--- src/design/trd_pkg.sv ---
// shared types, constants and helper functions of the tga rle pixel decoder
`default_nettype none
package trd_pkg;

  localparam int unsigned BppW   = 3;
  localparam int unsigned CountW = 25;
  localparam int unsigned IndexW = 24;
  localparam int unsigned PixelW = 32;
  localparam int unsigned RepW   = 8;
  localparam int unsigned CfgIdxW  = 1;
  localparam int unsigned CfgDataW = CountW;

  localparam logic [CountW-1:0] MaxPixels = 25'd16777216;
  localparam logic [RepW-1:0]   RunBase   = 8'd127;

  localparam logic [BppW-1:0]   BppReset   = 3'd4;
  localparam logic [CountW-1:0] CountReset = 25'd1;

  // register indexes of the configuration port
  localparam logic [CfgIdxW-1:0] RegBytesPerPixel = 1'b0;
  localparam logic [CfgIdxW-1:0] RegPixelCount    = 1'b1;

  // one decoded pixel or run handed from front to back
  typedef struct packed {
    logic [PixelW-1:0] value;
    logic [RepW-1:0]   rep;
    logic              last;
  } trd_event_t;

  typedef struct packed {
    logic [PixelW-1:0] pixel_value;
    logic [RepW-1:0]   repeat_count;
    logic [IndexW-1:0] first_index;
    logic              image_done;
    logic              overflow_error;
  } trd_result_t;

  function automatic logic [BppW-1:0] eff_bpp(input logic [BppW-1:0] b);
    logic [BppW-1:0] r;
    r = b;
    if (b == 3'd0) begin
      r = 3'd1;
    end else if (b > 3'd4) begin
      r = 3'd4;
    end
    return r;
  endfunction

  function automatic logic [CountW-1:0] eff_count(input logic [CountW-1:0] c);
    logic [CountW-1:0] r;
    r = c;
    if (c == '0) begin
      r = CountReset;
    end else if (c > MaxPixels) begin
      r = MaxPixels;
    end
    return r;
  endfunction

endpackage
`default_nettype wire

--- src/design/trd_front.sv ---
// front end: packet header parsing and pixel byte gathering
`default_nettype none
module trd_front (
  input  wire logic                    clk_i,
  input  wire logic                    rst_ni,
  input  wire logic [trd_pkg::BppW-1:0] bpp_i,
  input  wire logic                    accept_i,
  input  wire logic [7:0]              stream_byte_i,
  output trd_pkg::trd_event_t          event_o,
  output logic                         event_push_o
);

  localparam logic PhHeader = 1'b0;
  localparam logic PhPixel  = 1'b1;

  logic        phase_q, phase_d;
  logic [7:0]  left_q, left_d;
  logic        is_run_q, is_run_d;
  logic [1:0]  slot_q, slot_d;
  logic [23:0] gather_q, gather_d;

  logic [trd_pkg::BppW-1:0] bpp_eff;
  logic                     more_bytes;
  logic                     last;

  assign bpp_eff    = trd_pkg::eff_bpp(bpp_i);
  assign more_bytes = ({1'b0, slot_q} + 3'd1) < bpp_eff;
  assign last       = is_run_q || (left_q <= 8'd1);

  assign event_o.value = {8'd0, gather_q} | ({24'd0, stream_byte_i} << {slot_q, 3'b000});
  assign event_o.rep   = is_run_q ? left_q : 8'd1;
  assign event_o.last  = last;
  assign event_push_o  = accept_i && (phase_q == PhPixel) && !more_bytes;

  always_comb begin
    phase_d  = phase_q;
    left_d   = left_q;
    is_run_d = is_run_q;
    slot_d   = slot_q;
    gather_d = gather_q;
    if (accept_i) begin
      if (phase_q == PhHeader) begin
        is_run_d = stream_byte_i[7];
        left_d   = stream_byte_i[7] ? (stream_byte_i - trd_pkg::RunBase)
                                    : (stream_byte_i + 8'd1);
        phase_d  = PhPixel;
        slot_d   = 2'd0;
        gather_d = 24'd0;
      end else if (more_bytes) begin
        gather_d = gather_q | ({16'd0, stream_byte_i} << {slot_q, 3'b000});
        slot_d   = slot_q + 2'd1;
      end else begin
        slot_d   = 2'd0;
        gather_d = 24'd0;
        if (last) begin
          phase_d = PhHeader;
          left_d  = 8'd0;
        end else begin
          left_d  = left_q - 8'd1;
        end
      end
    end
  end

  always_ff @(posedge clk_i or negedge rst_ni) begin
    if (!rst_ni) begin
      phase_q  <= PhHeader;
      left_q   <= 8'd0;
      is_run_q <= 1'b0;
      slot_q   <= 2'd0;
      gather_q <= 24'd0;
    end else begin
      phase_q  <= phase_d;
      left_q   <= left_d;
      is_run_q <= is_run_d;
      slot_q   <= slot_d;
      gather_q <= gather_d;
    end
  end

endmodule
`default_nettype wire

--- src/design/trd_evq.sv ---
// two-entry queue of pixel events between front and back
`default_nettype none
module trd_evq (
  input  wire logic                clk_i,
  input  wire logic                rst_ni,
  input  wire logic                push_i,
  input  wire trd_pkg::trd_event_t data_i,
  output logic                     full_o,
  input  wire logic                pop_i,
  output trd_pkg::trd_event_t      data_o,
  output logic                     empty_o
);

  trd_pkg::trd_event_t mem_q [2];
  logic       wr_ptr_q, rd_ptr_q;
  logic [1:0] cnt_q;
  logic       do_push, do_pop;

  assign full_o  = (cnt_q == 2'd2);
  assign empty_o = (cnt_q == 2'd0);
  assign do_push = push_i && !full_o;
  assign do_pop  = pop_i && !empty_o;
  assign data_o  = mem_q[rd_ptr_q];

  always_ff @(posedge clk_i) begin
    if (do_push) begin
      mem_q[wr_ptr_q] <= data_i;
    end
  end

  always_ff @(posedge clk_i or negedge rst_ni) begin
    if (!rst_ni) begin
      wr_ptr_q <= 1'b0;
      rd_ptr_q <= 1'b0;
      cnt_q    <= 2'd0;
    end else begin
      if (do_push) begin
        wr_ptr_q <= !wr_ptr_q;
      end
      if (do_pop) begin
        rd_ptr_q <= !rd_ptr_q;
      end
      cnt_q <= cnt_q + {1'b0, do_push} - {1'b0, do_pop};
    end
  end

endmodule
`default_nettype wire

--- src/design/trd_back.sv ---
// back end: pixel accounting against the image size and result queue
`default_nettype none
module trd_back (
  input  wire logic                      clk_i,
  input  wire logic                      rst_ni,
  input  wire logic [trd_pkg::CountW-1:0] count_i,
  input  wire trd_pkg::trd_event_t       event_i,
  input  wire logic                      event_empty_i,
  output logic                           event_pop_o,
  output trd_pkg::trd_result_t           result_o,
  output logic                           empty_o,
  input  wire logic                      pop_i
);

  logic [trd_pkg::CountW-1:0] done_q, done_d;
  logic                       err_q, err_d;
  logic [trd_pkg::CountW-1:0] limit;
  logic [trd_pkg::CountW:0]   next;
  logic                       over;
  logic                       reached;
  logic                       res_push;
  trd_pkg::trd_result_t       res_in;

  trd_pkg::trd_result_t mem_q [2];
  logic       wr_ptr_q, rd_ptr_q;
  logic [1:0] cnt_q;
  logic       res_full, res_pop;

  assign res_full = (cnt_q == 2'd2);
  assign empty_o  = (cnt_q == 2'd0);
  assign res_pop  = pop_i && !empty_o;
  assign result_o = mem_q[rd_ptr_q];

  assign limit   = trd_pkg::eff_count(count_i);
  assign next    = {1'b0, done_q} + {{(trd_pkg::CountW + 1 - trd_pkg::RepW){1'b0}}, event_i.rep};
  assign over    = next > {1'b0, limit};
  assign reached = (next == {1'b0, limit}) && event_i.last;

  // events after an overflow are drained without a result
  assign event_pop_o = !event_empty_i && (err_q || !res_full);
  assign res_push    = event_pop_o && !err_q;

  assign res_in.pixel_value    = event_i.value;
  assign res_in.repeat_count   = event_i.rep;
  assign res_in.first_index    = done_q[trd_pkg::IndexW-1:0];
  assign res_in.image_done     = !over && reached;
  assign res_in.overflow_error = over;

  always_comb begin
    done_d = done_q;
    err_d  = err_q;
    if (res_push) begin
      if (over) begin
        err_d = 1'b1;
      end else if (reached) begin
        done_d = '0;
      end else begin
        done_d = next[trd_pkg::CountW-1:0];
      end
    end
  end

  always_ff @(posedge clk_i) begin
    if (res_push) begin
      mem_q[wr_ptr_q] <= res_in;
    end
  end

  always_ff @(posedge clk_i or negedge rst_ni) begin
    if (!rst_ni) begin
      done_q   <= '0;
      err_q    <= 1'b0;
      wr_ptr_q <= 1'b0;
      rd_ptr_q <= 1'b0;
      cnt_q    <= 2'd0;
    end else begin
      done_q <= done_d;
      err_q  <= err_d;
      if (res_push) begin
        wr_ptr_q <= !wr_ptr_q;
      end
      if (res_pop) begin
        rd_ptr_q <= !rd_ptr_q;
      end
      cnt_q <= cnt_q + {1'b0, res_push} - {1'b0, res_pop};
    end
  end

  a_err_sticky: assert property (@(posedge clk_i) disable iff (!rst_ni)
    err_q |=> err_q)
    else $error("overflow error cleared without reset");

  a_over_latches: assert property (@(posedge clk_i) disable iff (!rst_ni)
    (res_push && over) |=> (err_q && !$stable(cnt_q) || err_q))
    else $error("overflow transaction did not latch the error");

  a_no_push_full: assert property (@(posedge clk_i) disable iff (!rst_ni)
    res_push |-> (!res_full && cnt_q != 2'd3))
    else $error("result pushed into a full queue");

  a_done_excl: assert property (@(posedge clk_i) disable iff (!rst_ni)
    res_push |-> !(res_in.image_done && res_in.overflow_error))
    else $error("image done and overflow on one transaction");

  a_done_clears: assert property (@(posedge clk_i) disable iff (!rst_ni)
    (res_push && res_in.image_done) |=> (done_q == '0))
    else $error("pixel counter not re-armed after image done");

endmodule
`default_nettype wire

--- src/design/tga_rle_pixel_decoder.sv ---
// top level of the tga rle pixel decoder: config registers, front, event queue, back
//
// channel   | direction | handshake           | payload
// ----------+-----------+---------------------+------------------------------------------
// stream    | in        | push / full         | stream_byte_i
// result    | out       | empty / pop         | pixel_value_o, repeat_count_o,
//           |           |                     | first_index_o, image_done_o, overflow_error_o
// config    | in        | cfg_we_i            | cfg_idx_i, cfg_data_i
//
// one stream byte per cycle while full is low; a pixel result is registered into the
// event queue when its last byte is taken, then into the result queue by the back
// accounting; it is on the result ports and can be popped once in the result queue
// the event queue and the result queue are each two entries deep
// full follows the event queue; the back stalls only on a full result queue
// reset clears the parser, the pixel counter and the sticky overflow flag,
// and sets bytes per pixel to 4 and the pixel count to 1
`default_nettype none
module tga_rle_pixel_decoder (
  input  wire logic                        clk_i,
  input  wire logic                        rst_ni,
  input  wire logic                        cfg_we_i,
  input  wire logic [trd_pkg::CfgIdxW-1:0]  cfg_idx_i,
  input  wire logic [trd_pkg::CfgDataW-1:0] cfg_data_i,
  input  wire logic                        push,
  output logic                             full,
  input  wire logic [7:0]                  stream_byte_i,
  output logic                             empty,
  input  wire logic                        pop,
  output logic [trd_pkg::PixelW-1:0]       pixel_value_o,
  output logic [trd_pkg::RepW-1:0]         repeat_count_o,
  output logic [trd_pkg::IndexW-1:0]       first_index_o,
  output logic                             image_done_o,
  output logic                             overflow_error_o
);

  logic [trd_pkg::BppW-1:0]   bpp_q;
  logic [trd_pkg::CountW-1:0] count_q;

  always_ff @(posedge clk_i or negedge rst_ni) begin
    if (!rst_ni) begin
      bpp_q   <= trd_pkg::BppReset;
      count_q <= trd_pkg::CountReset;
    end else if (cfg_we_i) begin
      case (cfg_idx_i)
        trd_pkg::RegBytesPerPixel: bpp_q   <= cfg_data_i[trd_pkg::BppW-1:0];
        trd_pkg::RegPixelCount:    count_q <= cfg_data_i;
        default: ;
      endcase
    end
  end

  logic                 accept;
  trd_pkg::trd_event_t  fe_event;
  logic                 fe_push;
  trd_pkg::trd_event_t  be_event;
  logic                 ev_empty;
  logic                 ev_pop;
  trd_pkg::trd_result_t result;

  assign accept = push && !full;

  trd_front u_front (
    .clk_i         (clk_i),
    .rst_ni        (rst_ni),
    .bpp_i         (bpp_q),
    .accept_i      (accept),
    .stream_byte_i (stream_byte_i),
    .event_o       (fe_event),
    .event_push_o  (fe_push)
  );

  trd_evq u_evq (
    .clk_i   (clk_i),
    .rst_ni  (rst_ni),
    .push_i  (fe_push),
    .data_i  (fe_event),
    .full_o  (full),
    .pop_i   (ev_pop),
    .data_o  (be_event),
    .empty_o (ev_empty)
  );

  trd_back u_back (
    .clk_i         (clk_i),
    .rst_ni        (rst_ni),
    .count_i       (count_q),
    .event_i       (be_event),
    .event_empty_i (ev_empty),
    .event_pop_o   (ev_pop),
    .result_o      (result),
    .empty_o       (empty),
    .pop_i         (pop)
  );

  assign pixel_value_o    = result.pixel_value;
  assign repeat_count_o   = result.repeat_count;
  assign first_index_o    = result.first_index;
  assign image_done_o     = result.image_done;
  assign overflow_error_o = result.overflow_error;

endmodule
`default_nettype wire

--- config.mk ---
export PLATFORM = sky130hd
export DESIGN_NAME = tga_rle_pixel_decoder
export DESIGN_NICKNAME = d
export VERILOG_FILES = /design/src/design/trd_pkg.sv /design/src/design/trd_front.sv /design/src/design/trd_evq.sv /design/src/design/trd_back.sv /design/src/design/tga_rle_pixel_decoder.sv
export SDC_FILE = /design/constraint.sdc
export NUM_CORES = 1
export LEC_CHECK = 0
export BUFFER_PORTS_ARGS = -buffer_cell sky130_fd_sc_hd__buf_4
export CAP_MARGIN = 10
export CORE_MARGIN = 3
export CORE_UTILIZATION = 35
export CTS_CLUSTER_DIAMETER = 100
export DETAILED_ROUTE_END_ITERATION = 8
export GPL_ROUTABILITY_DRIVEN = 0
export GPL_TIMING_DRIVEN = 0
export PLACE_DENSITY = 0.62
export SYNTH_ARGS = -nofsm -noshare
export SYNTH_HDL_FRONTEND = slang
export SYNTH_SLANG_ARGS = --single-unit
--- constraint.sdc ---
create_clock -name clk_i -period 6.07 [get_ports clk_i]
set_input_delay 0.3035 -clock clk_i [delete_from_list [all_inputs] [get_ports clk_i]]
set_output_delay 0.3035 -clock clk_i [all_outputs]
set_load 0.01 [all_outputs]
== After elaboration in Yosys (flattened, before gate mapping) ==
Memories as Yosys holds them, arrays and structs flattened.
Cells that the tools add are included.

* Register bits after elaboration: 98
* Memories kept: 2
* Input bits: 39
* Logic and storage cells: 97
* Bits in writable memories: 214

* Bitwise gates (word level): 5
* Reductions and logical operators: 33
* Shift operators: 2
* Add/subtract/negate cells: 10
* Magnitude comparators: 5
* Multiplexer cells: 21
* Eq/ne operators: 4

{| class="wikitable"
|+ Memories
! memory !! depth !! width !! rd ports !! clocked after memory_dff !! wr ports !! RTL line !! source
|-
| u_back.mem_q || 2 || 66 || 1 || 0 || 1 || trd_back.sv:24 || <nowiki>trd_pkg::trd_result_t mem_q [2];</nowiki>
|-
| u_evq.mem_q || 2 || 41 || 1 || 0 || 1 || trd_evq.sv:14 || <nowiki>trd_pkg::trd_event_t mem_q [2];</nowiki>
|}

{| class="wikitable"
|+ Operators by type and width
! cell !! number
|-
| two-way mux 25 bit || 3
|-
| two-way mux 24 bit || 2
|-
| two-way mux 8 bit || 5
|-
| OR 24 x 32 -> 32 bit || 1
|-
| << shifter 8 x 5 -> 32 bit || 1
|-
| adder 25 x 8 -> 26 bit || 1
|-
| equality test 26 x 25 -> 1 bit || 1
|-
| > comparator 26 x 25 -> 1 bit || 1
|-
| > comparator 25 bit, second input constant || 1
|-
| logical NOT 25 bit || 1
|-
| OR 24 bit || 1
|-
| << shifter 8 x 5 -> 24 bit || 1
|-
| AND reduction 2 bit || 6
|-
| logical NOT 1 bit || 11
|-
| logical AND 1 bit || 10
|-
| adder 8 x 1 -> 8 bit, second input constant || 1
|-
| <= comparator 8 x 1 -> 1 bit, second input constant || 1
|-
| subtractor 8 x 1 -> 8 bit, second input constant || 1
|-
| subtractor 8 x 7 -> 8 bit, second input constant || 1
|-
| two-way mux 1 bit || 7
|-
| two-way mux 3 bit || 2
|-
| adder 2 x 1 -> 2 bit || 2
|-
| equality test 2 bit, second input constant || 2
|-
| logical NOT 2 bit || 2
|-
| other kinds (10) || 15
|}

== Longest topological paths before layout ==
* Word-level depth: 9
* Gate-level depth with buffers: 23

== Cells and area by module ==
Synthesis repeated with hierarchy kept, for this count alone.

* Cells, all modules: 992
* Area, all modules: 14091.0 um^2

{| class="wikitable"
|+ By module, submodules not included
! module !! cells an instance !! area an instance (um^2) !! instances
|-
| trd_back || 547 || 7551.0 || 1
|-
| trd_evq || 146 || 3362.0 || 1
|-
| trd_front || 238 || 2122.0 || 1
|-
| tga_rle_pixel_decoder || 61 || 1056.0 || 1
|}

== Least setup slack after synthesis ==
OpenSTA, ideal clock, no wires.

* Path type: register to register
* From: reg u_evq.rd_ptr_q
* To: reg u_back.done_q[20] in the netlist's numbering
* Arrival time: 4994 ps
* Path slack: 981 ps
* Stages on the path, launching flop included: 23
* Cells stage by stage: dfrtp_1 > clkbuf_1 > clkbuf_1 > mux2_2 > ha_1 > inv_1 > fa_1 > nand2b_1 > a21oi_1 > nor3_1 > nor4_2 > nand2_1 > xnor2_1 > ha_1 > a211oi_1 > nor2_1 > or3_1 > a31oi_1 > a21oi_2 > or3_1 > buf_2 > buf_6 > o31ai_1

{| class="wikitable"
|+ RTL lines
! element !! RTL line !! source
|-
| start: declaration || trd_evq.sv:15 || <nowiki>logic wr_ptr_q, rd_ptr_q;</nowiki>
|-
| start signal: assignment || trd_evq.sv:41 || <nowiki>rd_ptr_q <= !rd_ptr_q;</nowiki>
|-
| end signal: assignment || trd_back.sv:77 || <nowiki>done_q <= done_d;</nowiki>
|-
| end: declaration || trd_back.sv:15 || <nowiki>logic [trd_pkg::CountW-1:0] done_q, done_d;</nowiki>
|}

==> flow_metrics.env <==
export IMPL_status="finished, final reports clean"
export IMPL_path_cells="buf_2, mux2_2, ha_1, inv_1, fa_1, nand2b_1, a21oi_1, nor3_2, nor4_4, buf_4, nand2_1, xnor2_1, ha_1, a21oi_1, a21oi_1, or3_1, a31oi_1, a21oi_2, or3_1, buf_2, buf_6, o31ai_1"
export IMPL_grtUsageTotal_pct=14.61
export IMPL_ys_flop_type="edfxtp_1"
export IMPL_vias=8323
export IMPL_cp_num_buf_inv=5
export IMPL_vias_per_cell=5.002
export IMPL_cpMostUsedCell="a21oi_1"
export IMPL_ir_worst_vdd_uv=223.9
export IMPL_grt_pass1_wl_um=48010
export IMPL_nFillCells=3504
export IMPL_critPathTopFamily="simple AND/OR/NAND/NOR gates"
export IMPL_worstPathRequired_ns=6.48
export IMPL_synth_avg_cell_area_um2=14.03
export IMPL_ys_async_sr_fraction_pct=31.41
export IMPL_ioPinCount=107
export IMPL_hold_path_end="count_q[19]"
export IMPL_synth_area_leaders="edfxtp_1 (47%), dfrtp_1 (17%), mux2_2 (11%), ha_1 (3.9%), a21oi_1 (1.7%)"
export IMPL_synth_cells=979
export IMPL_min_period_ns=5.559
export IMPL_dp_cells=1601
export IMPL_ctsLongestPathBuffers=3
export IMPL_r2r_start="u_evq.rd_ptr_q"
export IMPL_numCtsBuffers=34
export IMPL_final_util_pct=43.17
export IMPL_cap_violations=0
export IMPL_p_leak_nw=6.499
export IMPL_num_rows=71
export IMPL_first_iter_violations=454
export IMPL_drive_gt1_share_pct=27.67
export IMPL_rsz0062_at_grt="false"
export IMPL_cellPowerDensity_nw_per_um2=579.5
export IMPL_hp_class="in -> reg"
export IMPL_wire_per_inst_um=18.25
export IMPL_synth_cell_type_count=57
export IMPL_slew_headroom_pct=32.01
export IMPL_start_util_pct=35.96
export IMPL_root_buffer="clkbuf_16"
export IMPL_cts_tree="yes"
export IMPL_max_freq_ghz=0.1799
export IMPL_skew_ns=0.02654
export IMPL_synth_edf_count=214
export IMPL_drc=0
export IMPL_worstPathArrival_ns=5.97
export IMPL_drt_first_pass_iters=5
export IMPL_hpwl_um=21630
export IMPL_htreeDepth=2
export IMPL_min_from="cfg_data_i[19]"
export IMPL_fin_cells=1664
export IMPL_clkSinkCount=312
export IMPL_worst_pin_slew_ns=1.012
export IMPL_clock_latency_ns=0.53
export IMPL_ant_nets=0
export IMPL_fin_crit_sh_pct=91.58
export IMPL_yosysTopAreaCell="edfxtp_1"
export IMPL_crit_type="reg -> reg"
export IMPL_grt_overflow=0
export IMPL_core_um2=38200
export IMPL_finalSetupViolCount=0
export IMPL_hold_depth=2
export IMPL_drt_total_wl_um=30370
export IMPL_ys_seq_area_share_pct=64.66
export IMPL_dpl_worst_slack_ns=-0.3887
export IMPL_diodes=0
export IMPL_antenna_found_initial=0
export IMPL_area_growth_pct=20.06
export IMPL_maxSlewViolCount=0
export IMPL_ys_ff_latch=312
export IMPL_fp_dieW_um=204.1
export IMPL_nets=1211
export IMPL_yosysTopAreaCellShare_pct=46.78
export IMPL_setup_ws_ns=0.5114
export IMPL_setup_worst_path_start_class="register"
export IMPL_worstSetupEndpointType="register"
export IMPL_grt_max_degree=64
export IMPL_slowest_delay_ns=0.54
export IMPL_portBuffers=103
export IMPL_clk_pin_slew_ns=0.06
export IMPL_first_global_vias=8536
export IMPL_finalPower_mw=9.556
export IMPL_syn_area_um2=13740
export IMPL_path_max_fanout=10
export IMPL_worst_r2r_setup_slack_ns=0.51
export IMPL_hold_viol=0
export IMPL_die_h_um=204.1
export IMPL_worst_r2r_endpoint="u_back.done_q[23]"
export IMPL_worst_path_max_delay_cell="dfrtp_1"
export IMPL_fp_dieArea_um2=41660
export IMPL_synth_warnings=0
export IMPL_finalHoldWorstSlack_ns=0.02278
export IMPL_reg2regPathDepth=22
export IMPL_syn_nets=1062
## flip-flops by register name, indices dropped and copies added, names as in the netlist
register	flops
bpp_q	3
count_q	25
u_back.cnt_q	2
u_back.done_q	25
u_back.err_q	1
u_back.mem_q	132
u_back.rd_ptr_q	1
u_back.wr_ptr_q	1
u_evq.cnt_q	2
u_evq.mem_q	82
u_evq.rd_ptr_q	1
u_evq.wr_ptr_q	1
u_front.gather_q	24
u_front.is_run_q	1
u_front.left_q	8
u_front.phase_q	1
u_front.slot_q	2
## area by class of cell
class	instances	area, um^2	area share, %
Sequential cell	312	8881	53.85
Multi-Input combinational cell	593	4609	27.95
Timing Repair Buffer	114	998.5	6.055
Clock buffer	48	923.4	5.599
Tap cell	511	639.4	3.877
Buffer	46	197.7	1.199
Clock inverter	13	140.1	0.8498
Inverter	27	101.3	0.6146
## layout by cell type (no fill, tap or decap), types with 4 or more instances in the layout
| master | synthesis | layout |
|---|---|---|
| a31oi_1 | 5 | 5 |
| xnor2_1 | 21 | 21 |
| xor2_1 | 14 | 14 |
| clkbuf_1 | 35 | 43 |
| clkbuf_16 | 0 | 34 |
| a21oi_1 | 48 | 48 |
| buf_16 | 0 | 5 |
| nor2b_1 | 9 | 9 |
| a21o_1 | 30 | 30 |
| nand4_1 | 8 | 8 |
| and2_1 | 7 | 7 |
| nand2b_1 | 10 | 10 |
| o21ai_0 | 30 | 30 |
| o21ai_1 | 5 | 5 |
| buf_2 | 5 | 6 |
| o41ai_1 | 5 | 5 |
| buf_1 | 5 | 5 |
| inv_1 | 26 | 26 |
| nand3_1 | 19 | 19 |
| clkinv_2 | 0 | 4 |
| dfrtp_1 | 96 | 96 |
| and3_1 | 15 | 14 |
| nor2_1 | 52 | 49 |
| o31ai_1 | 29 | 29 |
| a211oi_1 | 7 | 7 |
| nor3_1 | 10 | 8 |
| nand2_1 | 47 | 47 |
| edfxtp_1 | 214 | 214 |
| nor4_1 | 8 | 8 |
| ha_1 | 43 | 43 |
| a22o_1 | 5 | 5 |
| clkinv_1 | 1 | 5 |
| buf_4 | 0 | 104 |
| mux2_2 | 134 | 134 |
## cells by family (layout without fill, tap and decap cells)
logic type	after synthesis	count (layout)	synth area share, %
adders and majority gates	44	44	4.063
DFF	312	312	64.66
xor gates and xnor gates	35	35	2.232
muxes	136	136	11.22
and+or+nand+nor	196	196	7.051
AOI/OAI and AO/OA	182	182	8.599
buffers and inverters	74	248	2.177
## report_power, final
part | switching [mW] | internal (mW) | total, mW
Sequential | 0.309 | 3.36 | 3.67
Clock | 0.820 | 1.16 | 1.98
Combinational | 2.23 | 1.68 | 3.91
## worst reg2reg max path, stage by stage (launching register included)
cell and delay (ns):
dfrtp_1 0.54, buf_2 0.36, mux2_2 0.25, ha_1 0.20
inv_1 0.07, fa_1 0.40, nand2b_1 0.18, a21oi_1 0.27
nor3_2 0.13, nor4_4 0.25, buf_4 0.21, nand2_1 0.10
xnor2_1 0.22, ha_1 0.30, a21oi_1 0.17, a21oi_1 0.08
or3_1 0.42, a31oi_1 0.21, a21oi_2 0.17, or3_1 0.39
buf_2 0.17, buf_6 0.16, o31ai_1 0.22
## worst max path at each step
stage | depth (start not counted) | start | slack, ns | endpoint
6_report | 22 | u_evq.rd_ptr_q | 0.51 | u_back.done_q[23]
5_1_grt | 20 | u_evq.rd_ptr_q | 0.13 | u_back.done_q[9]
4_1_cts | 21 | u_evq.rd_ptr_q | 0.03 | u_back.done_q[12]
3_5_place_dp | 20 | u_evq.rd_ptr_q | -0.39 | u_back.done_q[16]
3_3_place_gp | 20 | u_evq.rd_ptr_q | -0.32 | u_back.done_q[12]
2_1_floorplan | 22 | u_evq.rd_ptr_q | 0.98 | u_back.done_q[20]
## Yosys cell counts, drive strengths merged, types with 2 or more instances
cell and n:
clkbuf 35, nor2 52, a22o 5, a21oi 49, or3 2, a2111oi 2, or4 2, nor4 9
mux2 134, xnor2 21, dfstp 2, o22ai 3, o211ai 3, and2 7, or2 2, a21o 30
mux2i 2, o31ai 29, edfxtp 214, a31o 2, a211oi 7, buf 12, nand2 47, xor2 14
and3 16, o41ai 5, o21ai 35, and4 2, ha 43, nor3 10, dfrtp 96, a31oi 5
inv 26, nand2b 10, nor2b 9, nand4 8, nand3 20
## per-layer routing
metal,GRT usage (%),part of all wire [%]
met5,0,0
met1,20.92,47
met4,4.497,2.6
met2,23.08,46
met3,2.166,4.3
## per-stage QoR
step | instance area, um^2 | setup TNS [ns]
2_1_floorplan | 13740 | 0
6_report | 16490 | 0
3_3_place_gp | 15150 | -23.03
5_1_grt | 16490 | 0
3_5_place_dp | 15370 | -5.608
4_1_cts | 16460 | 0
## timing repair
action,CTS,global route
hold buffers,2,0
endpoints found under the hold margin,62,0
setup endpoints to repair,27,27
buffers inserted,0,1
pin swaps,0,1
resized for setup,3,6
(Power assumes the default switching activity.)
